### config.mk
export PLATFORM = sky130hd
export DESIGN_NAME = gscd_controller
export DESIGN_NICKNAME = d
export VERILOG_FILES = /design/src/hw/rtl/gscd_pkg.sv /design/src/hw/rtl/gscd_controller.sv
export SDC_FILE = /design/constraint.sdc
export NUM_CORES = 1
export LEC_CHECK = 0
export BUFFER_PORTS_ARGS = -buffer_cell sky130_fd_sc_hd__buf_4
export CORE_MARGIN = 2
export CORE_UTILIZATION = 45
export CTS_BUF_LIST = sky130_fd_sc_hd__clkbuf_8
export CTS_CLUSTER_SIZE = 24
export DETAILED_ROUTE_END_ITERATION = 7
export GPL_TIMING_DRIVEN = 0
export PLACE_DENSITY = 0.66
export SLEW_MARGIN = 40
export SYNTH_ARGS = -nofsm -noshare
export SYNTH_HDL_FRONTEND = slang
export SYNTH_SLANG_ARGS = --single-unit
export TNS_END_PERCENT = 50
### constraint.sdc
create_clock -name clock -period 3.47 [get_ports clock]
set_input_delay 0.1735 -clock clock [delete_from_list [all_inputs] [get_ports clock]]
set_output_delay 0.1735 -clock clock [all_outputs]
set_load 0.02 [all_outputs]
### src/hw/rtl/gscd_pkg.sv
package gscd_pkg;

   // Default array limits
   localparam int DEF_MAX_ROWS = 16;
   localparam int DEF_MAX_COLS = 32;

   // Field widths of the item channels and the register port
   localparam int CMD_W    = 2;
   localparam int ROW_W    = 4;
   localparam int COL_W    = 5;
   localparam int DATA_W   = 32;
   localparam int COUNT_W  = 6;
   localparam int CSR_IDX_W = 2;
   localparam int ROWS_REG_W = 5;
   localparam int COLS_REG_W = 6;

   // Register reset values
   localparam logic [ROWS_REG_W-1:0] ROWS_RESET   = 5'd16;
   localparam logic [COLS_REG_W-1:0] COLS_RESET   = 6'd32;
   localparam logic [DATA_W-1:0]     THRESH_RESET = 32'd17;

   // Register indexes
   localparam logic [CSR_IDX_W-1:0] CSR_ROWS_IN_USE   = 2'd0;
   localparam logic [CSR_IDX_W-1:0] CSR_COLS_IN_USE   = 2'd1;
   localparam logic [CSR_IDX_W-1:0] CSR_DROP_THRESHOLD = 2'd2;

   // Command codes
   localparam logic [CMD_W-1:0] CMD_LOAD = 2'd0;
   localparam logic [CMD_W-1:0] CMD_RUN  = 2'd1;
   localparam logic [CMD_W-1:0] CMD_READ = 2'd2;

   // Iteration counts of the serial square root and divider
   localparam int SQRT_STEPS = 32;
   localparam int DIV_STEPS  = 56;
   localparam int STEP_W     = 6;

   typedef enum logic [4:0] {
      S_IDLE,
      S_READ_OUT,
      S_NRM_CLR,
      S_NRM_RD,
      S_NRM_MUL,
      S_NRM_ACC,
      S_NRM_CMP,
      S_SQRT,
      S_NZ_RD,
      S_NZ_LOAD,
      S_NZ_DIV,
      S_NZ_WR,
      S_NEXT,
      S_DROP,
      S_SH_RD,
      S_SH_WR,
      S_DROP_END,
      S_DOT_CLR,
      S_DOT_RDA,
      S_DOT_RDB,
      S_DOT_MUL,
      S_DOT_ACC,
      S_COEF,
      S_UP_RDA,
      S_UP_RDB,
      S_UP_MUL,
      S_UP_SUB,
      S_UP_WR,
      S_PROJ_NEXT,
      S_FINISH
   } gscd_state_type;

   typedef enum logic [4:0] {
      OP_NONE,
      OP_HOST_READ,
      OP_ACC_CLR,
      OP_SQ_MUL,
      OP_ACC_SQ,
      OP_CAP_A,
      OP_DOT_MUL,
      OP_ACC_DOT,
      OP_COEF,
      OP_UP_MUL,
      OP_UP_SUB,
      OP_SQRT_INIT,
      OP_SQRT_STEP,
      OP_DIV_INIT,
      OP_DIV_STEP,
      OP_READ_DONE,
      OP_RUN_DONE
   } gscd_op_type;

   typedef enum logic [1:0] {
      WSEL_HOST,
      WSEL_UPDATE,
      WSEL_QUOT,
      WSEL_SHIFT
   } gscd_wsel_type;

   typedef struct packed {
      logic          mem_re;
      logic          mem_we;
      logic          host_addr;
      gscd_wsel_type wsel;
      gscd_op_type   op;
   } gscd_cmd_type;

   typedef struct packed {
      logic keep;
      logic out_free;
   } gscd_status_type;

endpackage

### src/hw/rtl/gscd_controller.sv
module gscd_controller #(
   parameter int MAX_ROWS = gscd_pkg::DEF_MAX_ROWS,
   parameter int MAX_COLS = gscd_pkg::DEF_MAX_COLS,
   localparam int AW = $clog2(MAX_ROWS * MAX_COLS),
   localparam int RW = $clog2(MAX_ROWS + 1),
   localparam int CW = $clog2(MAX_COLS + 1)
) (
   input  logic                                 clock,
   input  logic                                 reset,
   input  logic                                 req_valid,
   input  logic [gscd_pkg::CMD_W-1:0]           req_command,
   output logic                                 req_ready,
   input  logic                                 csr_write_enable,
   input  logic [gscd_pkg::CSR_IDX_W-1:0]       csr_index,
   input  logic [gscd_pkg::DATA_W-1:0]          csr_write_data,
   input  gscd_pkg::gscd_status_type            status,
   output gscd_pkg::gscd_cmd_type               cmd,
   output logic [AW-1:0]                        run_addr,
   output logic [CW-1:0]                        run_kept,
   output logic [CW-1:0]                        run_indep
);

   gscd_pkg::gscd_state_type state_ff, state_in;

   logic [gscd_pkg::ROWS_REG_W-1:0] rows_ff, rows_in;
   logic [gscd_pkg::COLS_REG_W-1:0] cols_ff, cols_in;
   logic [RW-1:0]                   r_ff, r_in;
   logic [RW-1:0]                   i_ff, i_in;
   logic [CW-1:0]                   c_ff, c_in;
   logic [CW-1:0]                   m_ff, m_in;
   logic [CW-1:0]                   k_ff, k_in;
   logic [CW-1:0]                   j_ff, j_in;
   logic [gscd_pkg::STEP_W-1:0]     cnt_ff, cnt_in;
   logic [AW-1:0]                   sa_ff, sa_in;

   logic [RW-1:0] r_clamp;
   logic [CW-1:0] c_clamp;
   logic          last_row;
   logic          accept;
   logic [AW-1:0] addr_k;
   logic [AW-1:0] addr_j;
   logic [AW-1:0] shift_end;

   // Clamp the size registers to the array limits, and a zero size to one
   always_comb begin
      if (rows_ff == '0) begin
         r_clamp = RW'(1);
      end else if (int'(rows_ff) > MAX_ROWS) begin
         r_clamp = RW'(MAX_ROWS);
      end else begin
         r_clamp = RW'(rows_ff);
      end
      if (cols_ff == '0) begin
         c_clamp = CW'(1);
      end else if (int'(cols_ff) > MAX_COLS) begin
         c_clamp = CW'(MAX_COLS);
      end else begin
         c_clamp = CW'(cols_ff);
      end
   end

   assign accept    = req_valid && req_ready;
   assign last_row  = (i_ff == r_ff - RW'(1));
   assign addr_k    = AW'(k_ff) * AW'(MAX_ROWS) + AW'(i_ff);
   assign addr_j    = AW'(j_ff) * AW'(MAX_ROWS) + AW'(i_ff);
   assign shift_end = AW'(c_ff - CW'(1)) * AW'(MAX_ROWS);
   assign run_kept  = c_ff;
   assign run_indep = m_ff;

   // Size registers
   always_comb begin
      rows_in = rows_ff;
      cols_in = cols_ff;
      if (csr_write_enable) begin
         case (csr_index)
            gscd_pkg::CSR_ROWS_IN_USE: rows_in = csr_write_data[gscd_pkg::ROWS_REG_W-1:0];
            gscd_pkg::CSR_COLS_IN_USE: cols_in = csr_write_data[gscd_pkg::COLS_REG_W-1:0];
            default: ;
         endcase
      end
   end

   // Next state
   always_comb begin
      state_in = state_ff;
      case (state_ff)
         gscd_pkg::S_IDLE: begin
            if (accept) begin
               case (req_command)
                  gscd_pkg::CMD_RUN:  state_in = gscd_pkg::S_NRM_CLR;
                  gscd_pkg::CMD_READ: state_in = gscd_pkg::S_READ_OUT;
                  default:            state_in = gscd_pkg::S_IDLE;
               endcase
            end
         end
         gscd_pkg::S_READ_OUT: if (status.out_free) state_in = gscd_pkg::S_IDLE;
         gscd_pkg::S_NRM_CLR:  state_in = gscd_pkg::S_NRM_RD;
         gscd_pkg::S_NRM_RD:   state_in = gscd_pkg::S_NRM_MUL;
         gscd_pkg::S_NRM_MUL:  state_in = gscd_pkg::S_NRM_ACC;
         gscd_pkg::S_NRM_ACC: begin
            state_in = last_row ? gscd_pkg::S_NRM_CMP : gscd_pkg::S_NRM_RD;
         end
         gscd_pkg::S_NRM_CMP: begin
            if (status.keep) begin
               state_in = gscd_pkg::S_SQRT;
            end else if (k_ff == '0) begin
               state_in = gscd_pkg::S_NEXT;
            end else begin
               state_in = gscd_pkg::S_DROP;
            end
         end
         gscd_pkg::S_SQRT: begin
            if (cnt_ff == gscd_pkg::STEP_W'(gscd_pkg::SQRT_STEPS - 1)) begin
               state_in = gscd_pkg::S_NZ_RD;
            end
         end
         gscd_pkg::S_NZ_RD:   state_in = gscd_pkg::S_NZ_LOAD;
         gscd_pkg::S_NZ_LOAD: state_in = gscd_pkg::S_NZ_DIV;
         gscd_pkg::S_NZ_DIV: begin
            if (cnt_ff == gscd_pkg::STEP_W'(gscd_pkg::DIV_STEPS - 1)) begin
               state_in = gscd_pkg::S_NZ_WR;
            end
         end
         gscd_pkg::S_NZ_WR: begin
            state_in = last_row ? gscd_pkg::S_NEXT : gscd_pkg::S_NZ_RD;
         end
         gscd_pkg::S_NEXT: begin
            state_in = (k_ff + CW'(1) < c_ff) ? gscd_pkg::S_DOT_CLR : gscd_pkg::S_FINISH;
         end
         gscd_pkg::S_DROP: begin
            state_in = (k_ff < c_ff - CW'(1)) ? gscd_pkg::S_SH_RD : gscd_pkg::S_DROP_END;
         end
         gscd_pkg::S_SH_RD: state_in = gscd_pkg::S_SH_WR;
         gscd_pkg::S_SH_WR: begin
            state_in = (sa_ff + AW'(1) == shift_end) ? gscd_pkg::S_DROP_END
                                                     : gscd_pkg::S_SH_RD;
         end
         gscd_pkg::S_DROP_END: begin
            state_in = (k_ff < c_ff - CW'(1)) ? gscd_pkg::S_DOT_CLR : gscd_pkg::S_FINISH;
         end
         gscd_pkg::S_DOT_CLR: state_in = gscd_pkg::S_DOT_RDA;
         gscd_pkg::S_DOT_RDA: state_in = gscd_pkg::S_DOT_RDB;
         gscd_pkg::S_DOT_RDB: state_in = gscd_pkg::S_DOT_MUL;
         gscd_pkg::S_DOT_MUL: state_in = gscd_pkg::S_DOT_ACC;
         gscd_pkg::S_DOT_ACC: begin
            state_in = last_row ? gscd_pkg::S_COEF : gscd_pkg::S_DOT_RDA;
         end
         gscd_pkg::S_COEF:   state_in = gscd_pkg::S_UP_RDA;
         gscd_pkg::S_UP_RDA: state_in = gscd_pkg::S_UP_RDB;
         gscd_pkg::S_UP_RDB: state_in = gscd_pkg::S_UP_MUL;
         gscd_pkg::S_UP_MUL: state_in = gscd_pkg::S_UP_SUB;
         gscd_pkg::S_UP_SUB: state_in = gscd_pkg::S_UP_WR;
         gscd_pkg::S_UP_WR: begin
            state_in = last_row ? gscd_pkg::S_PROJ_NEXT : gscd_pkg::S_UP_RDA;
         end
         gscd_pkg::S_PROJ_NEXT: begin
            state_in = (j_ff + CW'(1) == k_ff) ? gscd_pkg::S_NRM_CLR : gscd_pkg::S_DOT_CLR;
         end
         gscd_pkg::S_FINISH: if (status.out_free) state_in = gscd_pkg::S_IDLE;
         default: state_in = gscd_pkg::S_IDLE;
      endcase
   end

   // Counters and run sizes
   always_comb begin
      r_in   = r_ff;
      c_in   = c_ff;
      m_in   = m_ff;
      k_in   = k_ff;
      j_in   = j_ff;
      i_in   = i_ff;
      cnt_in = cnt_ff;
      sa_in  = sa_ff;
      case (state_ff)
         gscd_pkg::S_IDLE: begin
            if (accept && req_command == gscd_pkg::CMD_RUN) begin
               r_in = r_clamp;
               c_in = c_clamp;
               m_in = (int'(c_clamp) >= int'(r_clamp)) ? CW'(int'(c_clamp) - int'(r_clamp))
                                                      : '0;
               k_in = '0;
            end
         end
         gscd_pkg::S_NRM_CLR, gscd_pkg::S_DOT_CLR, gscd_pkg::S_COEF: i_in = '0;
         gscd_pkg::S_NRM_ACC, gscd_pkg::S_DOT_ACC, gscd_pkg::S_UP_WR: i_in = i_ff + RW'(1);
         gscd_pkg::S_NRM_CMP: cnt_in = '0;
         gscd_pkg::S_SQRT: begin
            cnt_in = cnt_ff + gscd_pkg::STEP_W'(1);
            i_in   = '0;
         end
         gscd_pkg::S_NZ_LOAD: cnt_in = '0;
         gscd_pkg::S_NZ_DIV:  cnt_in = cnt_ff + gscd_pkg::STEP_W'(1);
         gscd_pkg::S_NZ_WR:   i_in = i_ff + RW'(1);
         gscd_pkg::S_NEXT: begin
            k_in = k_ff + CW'(1);
            j_in = '0;
         end
         gscd_pkg::S_DROP: begin
            if (k_ff <= m_ff) m_in = m_ff - CW'(1);
            sa_in = AW'(k_ff) * AW'(MAX_ROWS);
         end
         gscd_pkg::S_SH_WR: sa_in = sa_ff + AW'(1);
         gscd_pkg::S_DROP_END: begin
            c_in = c_ff - CW'(1);
            j_in = '0;
         end
         gscd_pkg::S_PROJ_NEXT: j_in = j_ff + CW'(1);
         default: ;
      endcase
   end

   // Commands to the datapath
   always_comb begin
      cmd           = '0;
      cmd.wsel      = gscd_pkg::WSEL_HOST;
      cmd.op        = gscd_pkg::OP_NONE;
      run_addr      = addr_k;
      req_ready     = 1'b0;
      case (state_ff)
         gscd_pkg::S_IDLE: begin
            req_ready     = 1'b1;
            cmd.host_addr = 1'b1;
            if (accept) begin
               cmd.mem_we = (req_command == gscd_pkg::CMD_LOAD);
               if (req_command == gscd_pkg::CMD_READ) begin
                  cmd.mem_re = 1'b1;
                  cmd.op     = gscd_pkg::OP_HOST_READ;
               end
            end
         end
         gscd_pkg::S_READ_OUT: if (status.out_free) cmd.op = gscd_pkg::OP_READ_DONE;
         gscd_pkg::S_NRM_CLR, gscd_pkg::S_DOT_CLR: cmd.op = gscd_pkg::OP_ACC_CLR;
         gscd_pkg::S_NRM_RD, gscd_pkg::S_NZ_RD: cmd.mem_re = 1'b1;
         gscd_pkg::S_NRM_MUL: cmd.op = gscd_pkg::OP_SQ_MUL;
         gscd_pkg::S_NRM_ACC: cmd.op = gscd_pkg::OP_ACC_SQ;
         gscd_pkg::S_NRM_CMP: cmd.op = gscd_pkg::OP_SQRT_INIT;
         gscd_pkg::S_SQRT:    cmd.op = gscd_pkg::OP_SQRT_STEP;
         gscd_pkg::S_NZ_LOAD: cmd.op = gscd_pkg::OP_DIV_INIT;
         gscd_pkg::S_NZ_DIV:  cmd.op = gscd_pkg::OP_DIV_STEP;
         gscd_pkg::S_NZ_WR: begin
            cmd.mem_we = 1'b1;
            cmd.wsel   = gscd_pkg::WSEL_QUOT;
         end
         gscd_pkg::S_SH_RD: begin
            cmd.mem_re = 1'b1;
            run_addr   = sa_ff + AW'(MAX_ROWS);
         end
         gscd_pkg::S_SH_WR: begin
            cmd.mem_we = 1'b1;
            cmd.wsel   = gscd_pkg::WSEL_SHIFT;
            run_addr   = sa_ff;
         end
         gscd_pkg::S_DOT_RDA, gscd_pkg::S_UP_RDA: begin
            cmd.mem_re = 1'b1;
            run_addr   = addr_j;
         end
         gscd_pkg::S_DOT_RDB, gscd_pkg::S_UP_RDB: begin
            cmd.mem_re = 1'b1;
            cmd.op     = gscd_pkg::OP_CAP_A;
         end
         gscd_pkg::S_DOT_MUL: cmd.op = gscd_pkg::OP_DOT_MUL;
         gscd_pkg::S_DOT_ACC: cmd.op = gscd_pkg::OP_ACC_DOT;
         gscd_pkg::S_COEF:    cmd.op = gscd_pkg::OP_COEF;
         gscd_pkg::S_UP_MUL:  cmd.op = gscd_pkg::OP_UP_MUL;
         gscd_pkg::S_UP_SUB:  cmd.op = gscd_pkg::OP_UP_SUB;
         gscd_pkg::S_UP_WR: begin
            cmd.mem_we = 1'b1;
            cmd.wsel   = gscd_pkg::WSEL_UPDATE;
         end
         gscd_pkg::S_FINISH: if (status.out_free) cmd.op = gscd_pkg::OP_RUN_DONE;
         default: ;
      endcase
   end

   // Control registers
   always_ff @(posedge clock) begin
      if (reset) begin
         state_ff <= gscd_pkg::S_IDLE;
         rows_ff  <= gscd_pkg::ROWS_RESET;
         cols_ff  <= gscd_pkg::COLS_RESET;
         r_ff     <= '0;
         c_ff     <= '0;
         m_ff     <= '0;
         k_ff     <= '0;
         j_ff     <= '0;
         i_ff     <= '0;
         cnt_ff   <= '0;
         sa_ff    <= '0;
      end else begin
         state_ff <= state_in;
         rows_ff  <= rows_in;
         cols_ff  <= cols_in;
         r_ff     <= r_in;
         c_ff     <= c_in;
         m_ff     <= m_in;
         k_ff     <= k_in;
         j_ff     <= j_in;
         i_ff     <= i_in;
         cnt_ff   <= cnt_in;
         sa_ff    <= sa_in;
      end
   end

endmodule

==> Yosys cells after proc, flatten, opt, wreduce, memory -nomap -nowiden <==
Cells that the tools add are included.
{ "op_classes": {"addsub": 13, "n_lt_le_gt_ge": 6, "n_eq_ne": 43, "n_mux": 45, "reduce_logical": 33} }
{ "ops": {"columns": ["cell", "count"], "rows": [
  ["$pmux W5 S29", 1],
  ["$pmux W5 S16", 1],
  ["$eq A5 B5 Y1 const B", 14],
  ["$pmux W6 S2", 5],
  ["$mux W5", 10],
  ["$mux W6", 7],
  ["$eq A5 B4 Y1 const B", 8],
  ["$pmux W9 S3", 1],
  ["$eq A5 B3 Y1 const B", 4],
  ["$mux W4", 5],
  ["$add A6 B1 Y6 const B", 3],
  ["$add A9 B5 Y9", 2],
  ["$pmux W9 S2", 1],
  ["$reduce_bool A2 Y1", 7],
  ["$reduce_or A2 Y1", 7],
  ["$logic_not A6 Y1", 2],
  ["$lt A6 B6 Y1", 2],
  ["$sub A6 B1 Y6 const B", 2],
  ["$eq A5 B2 Y1 const B", 2],
  ["$logic_not A5 Y1", 2],
  ["$ne A2 B2 Y1 const B", 5],
  ["$pmux W5 S2", 1],
  ["$reduce_and A2 Y1", 5],
  ["$sub A5 B1 Y5 const B", 2],
  ["other kinds (30)", 41]
]} }
{ "word_totals": {"register_bits": 65, "in_bits": 42, "out_inout_bits": 32, "wordCells": 151} }

==> Logic depth before layout (Yosys ltp) <==
{ "logic_depth": {"word_depth": 7, "mapped_depth": 13, "depth_no_buf": 13} }

==> Least setup slack after synthesis <==
Ideal clock, no wire load.
{ "synth_timing": {"path_kind": "register -> register", "from": "register c_ff[0] (netlist: run_kept[0])", "to": "register state_ff[1]", "setup_time_ns": 0.103, "arrival_time_ns": 2.537, "required_ns": 3.367, "path_slack_ns": 0.829, "path_stages_with_launch": 13, "synth_period_minus_slack_ns": 2.641, "path_cell_list": "dfxtp_1 -> buf_2 -> inv_1 -> ha_1 -> xnor2_1 -> ha_1 -> o211a_1 -> a211oi_1 -> maj3_1 -> a21oi_1 -> nor3_1 -> o211ai_2 -> a2111oi_2"} }
{ "synth_between": {"elab_chain_len": 4, "word_cells_on_any_way": 7} }
{ "synth_lines": {"columns": ["item", "line", "rtl"], "rows": [
  ["start: declaration", "gscd_controller.sv:29", "logic [CW-1:0] c_ff, c_in;"],
  ["start signal: assignment", "gscd_controller.sv:294", "c_ff <= c_in;"],
  ["$sub A6 B1 Y6 / $sub A5 B1 Y5 (equally long branches)", "gscd_controller.sv:131, gscd_controller.sv:66", null],
  ["$lt A6 B6 Y1 / $eq A9 B9 Y1 (equally long branches)", "gscd_controller.sv:131, gscd_controller.sv:135", null],
  ["$mux W5 (on tied branches)", "gscd_controller.sv:131, gscd_controller.sv:135", null],
  ["$pmux W5 S29 (*)", "gscd_controller.sv:86", "case (state_ff)"],
  ["end signal: assignment", "gscd_controller.sv:278", "state_ff <= gscd_pkg::S_IDLE;"],
  ["end signal: assignment", "gscd_controller.sv:290", "state_ff <= state_in;"],
  ["end: declaration", "gscd_controller.sv:23", "gscd_pkg::gscd_state_type state_ff, state_in;"]
]} }
Mark *: on every way between the ends. The rest lies on a longest branch, timed or not.
A chain may end at the register's enable or synchronous reset.

==> Worst setup path after layout <==
{ "layout_timing": {"from": "register state_ff[1]", "to": "output port run_addr[8]"} }
{ "layout_between": {"elab_chain_len": 3, "word_cells_on_any_way": 6} }
{ "layout_lines": {"columns": ["item", "line", "rtl"], "rows": [
  ["$eq A5 B5 Y1", "gscd_controller.sv:219", "case (state_ff)"],
  ["$reduce_or A2 Y1", "gscd_controller.sv:219", null],
  ["$pmux W9 S3 (*)", "gscd_controller.sv:219", null],
  ["end: declaration", "gscd_controller.sv:18", "output logic [AW-1:0] run_addr,"]
]} }
Marked as above.

==> flow_summary.json <==
{
  "cap_violations": 0,
  "row_count": 39,
  "path_class": "flop to output pin",
  "synth_fa_ha_area_frac": 0.08039,
  "drtIter0Drc": 398,
  "synth_top_area_share": 0.2503,
  "start_util": 0.4572,
  "critPathCaptureType": "output pin",
  "synth_edf_count": 0,
  "path_max_fanout": 10,
  "grt_max_degree": 12,
  "htree_levels": 3,
  "die_area_um2": 12430,
  "min_from": "csr_write_data[4]",
  "synthesis.nets": 769,
  "ir_worst_vdd_mv": 0.2874,
  "cts-root-buf": "clkbuf_8",
  "synthMostInstantiatedCell": "nor2_1",
  "start_kind": "flop",
  "synth_seq_cells": 65,
  "vias": 5259,
  "place_congestion": 0.9650,
  "routed_wl_um": 15550,
  "layout_worst_path_cycle_share": 0.8574,
  "slew_viol_final": 0,
  "hold_viol_final": 0,
  "syn_inst": 695,
  "antenna_found_initial": 0,
  "required_ns": 3.30,
  "rsz0062_at_grt": "no",
  "r2r-start": "cols_ff[5]",
  "tightestPinTransition_ns": 0.8362,
  "synth_xor_area_frac": 0.08135,
  "slowest_delay_ns": 0.49,
  "async_flop_share": 0,
  "setup_viol": 0,
  "synth_ff_type": "dfxtp_1",
  "relSlewSlack": 0.4382,
  "syn_to_final_growth_pct": 14.90,
  "crit_arrival_ns": 2.80,
  "clk_latency_ns": 0.36,
  "status": "finished clean",
  "synth_mux_area_frac": 0.03995,
  "dr.pass1.iters": 7,
  "post-cts-setup-buffers": 0,
  "drc_errors": 0,
  "clkTransAtPathRegs_ns": 0.07,
  "setup.worst_path.start": "state_ff[1]",
  "ant_nets": 0,
  "synth_compound_area_frac": 0.2325,
  "leakage_nw": 2.323,
  "grt_usage": 0.2487,
  "fp.dieW_um": 111.5,
  "grt_pass1_vias": 5017,
  "grt_overflow": 0,
  "synth_top_family_by_area": "simple AND/OR/NAND/NOR gates",
  "synth_top_cell_by_area": "dfxtp_1",
  "port_buffers": 47,
  "finClkSkew_ns": 0.01371,
  "viasPerCell": 5.843,
  "ys_types": 78,
  "num_io_pins": 74,
  "hold_path_class": "primary input to flop",
  "cts_resized": 0,
  "grt_pass1_wl_um": 25020,
  "die_y_um": 111.5,
  "cts_max_path_buffers": 2,
  "synth_area_um2": 5199,
  "r2r_slack_ns": 0.52,
  "avgSynthCellArea_um2": 7.480,
  "clock.fmax_mhz": 336.1,
  "ys_warn_count": 0,
  "synth_area_leaders": "dfxtp_1 25%, ha_1 7.5%, a21oi_1 6.6%",
  "cts_sinks": 65,
  "cts_made_buffers": 9,
  "synth_simple_gate_area_frac": 0.2580,
  "core_um2": 11370,
  "powerDensity_nw_per_um2": 373.2,
  "nets": 827,
  "diodes": 0,
  "cts_tree": "built",
  "cp_slowest_cell": "nor4_4",
  "min_period_ns": 2.975,
  "path_cells": "buf_2 > inv_2 > nor4_4 > nand2_1 > o21ai_0 > ha_1 > ha_1 > nand3_1 > xor2_1 > nand2_1 > o21ai_0 > a21oi_1 > buf_4",
  "ys_seq_area_frac": 0.2503,
  "drive_above_1_share": 0.1466,
  "fin_hold_ws_ns": 0.03379,
  "synthTopCellsByCount": "80 x nor2_1, 69 x a21oi_1, 69 x nand2_1",
  "wl_per_cell_um": 17.28,
  "hold_buffers": 0,
  "hpwl_um": 11960,
  "tns_ns": 0
}
==> final timing paths <==
kind                       end  cells after the start
setup / recovery   run_addr[8]                     13
hold / removal      rows_ff[4]                      2
setup reg to reg  run_indep[0]                     11
hold reg to reg        r_ff[1]                      2
==> report_power, final <==
| part | leakage, nW | internal (mW) | total, mW | switching, mW |
|---|---|---|---|---|
| clock network | 0.113 | 0.470 | 0.772 | 0.301 |
| logic | 1.69 | 0.240 | 0.668 | 0.428 |
| registers | 0.525 | 0.767 | 0.790 | 0.0227 |
==> cells by family after synthesis <==
kind of cell | count (synthesis)
AOI/OAI and AO/OA | 188
xor gates and xnor gates | 45
adders and majority gates | 33
buffers and inverters | 69
DFF | 65
muxes | 20
and+or+nand+nor | 275
==> sequential cells by signal, indices dropped and copies added, names as in the netlist <==
signal	cells
i_ff	5
run_indep	6
j_ff	6
run_kept	6
r_ff	5
state_ff	5
k_ff	6
cols_ff	6
sa_ff	9
rows_ff	5
cnt_ff	6
==> per-layer routing <==
metal	global-route usage	wire length, um
met2	0.4081	7208
met4	0.1053	403
met3	0.03266	766
met1	0.3304	7175
met5	0	0
==> layout make-up <==
type,instances,area [um2]
plain buffers,42,197.7
well taps,143,178.9
inverters,27,101.3
clock buffers,9,123.9
clock inverters,6,108.9
flip-flops and latches,65,1301
multi-input cells,561,3608
repair buffers,47,352.8
fillers,1120,5396
==> cell usage in the layout, fill, tap and decap left out, drive strengths merged, types with 13 or more instances in the layout <==
master	synthesis	final
nor3	20	20
dfxtp	65	65
nand2	70	70
ha	31	31
xnor2	28	28
clkbuf	24	33
nand3	33	33
nor2	83	83
o21ai	41	41
xor2	15	15
nor2b	13	13
buf	18	65
a21oi	70	70
mux2i	14	14
inv	26	27
==> worst max-delay path: cells and delay by family, from the launching register on <==
family          cells  cell delay, ns
flops               1            0.32
buf+inv             3            0.47
compound gates      3            0.35
xor+xnor            1            0.16
fa+ha+maj           2            0.39
simple gates        4            0.75
==> metrics by stage <==
step / instance area (um2) / power, mW / util / instances / worst slack (ns)
finish: 5973 / 2.229 / 0.5254 / 900 / 0.4949
global route: 5973 / 2.324 / 0.5254 / 900 / 0.2883
CTS: 5968 / 2.234 / 0.5249 / 900 / 0.5143
detailed placement: 5736 / 1.461 / 0.5045 / 885 / 0.5214
global placement: 5731 / 1.455 / 0.5040 / 885 / 0.5943
floorplan: 5199 / 1.245 / - / 695 / 0.8292
No activity file was read; power rests on OpenSTA's default activity.
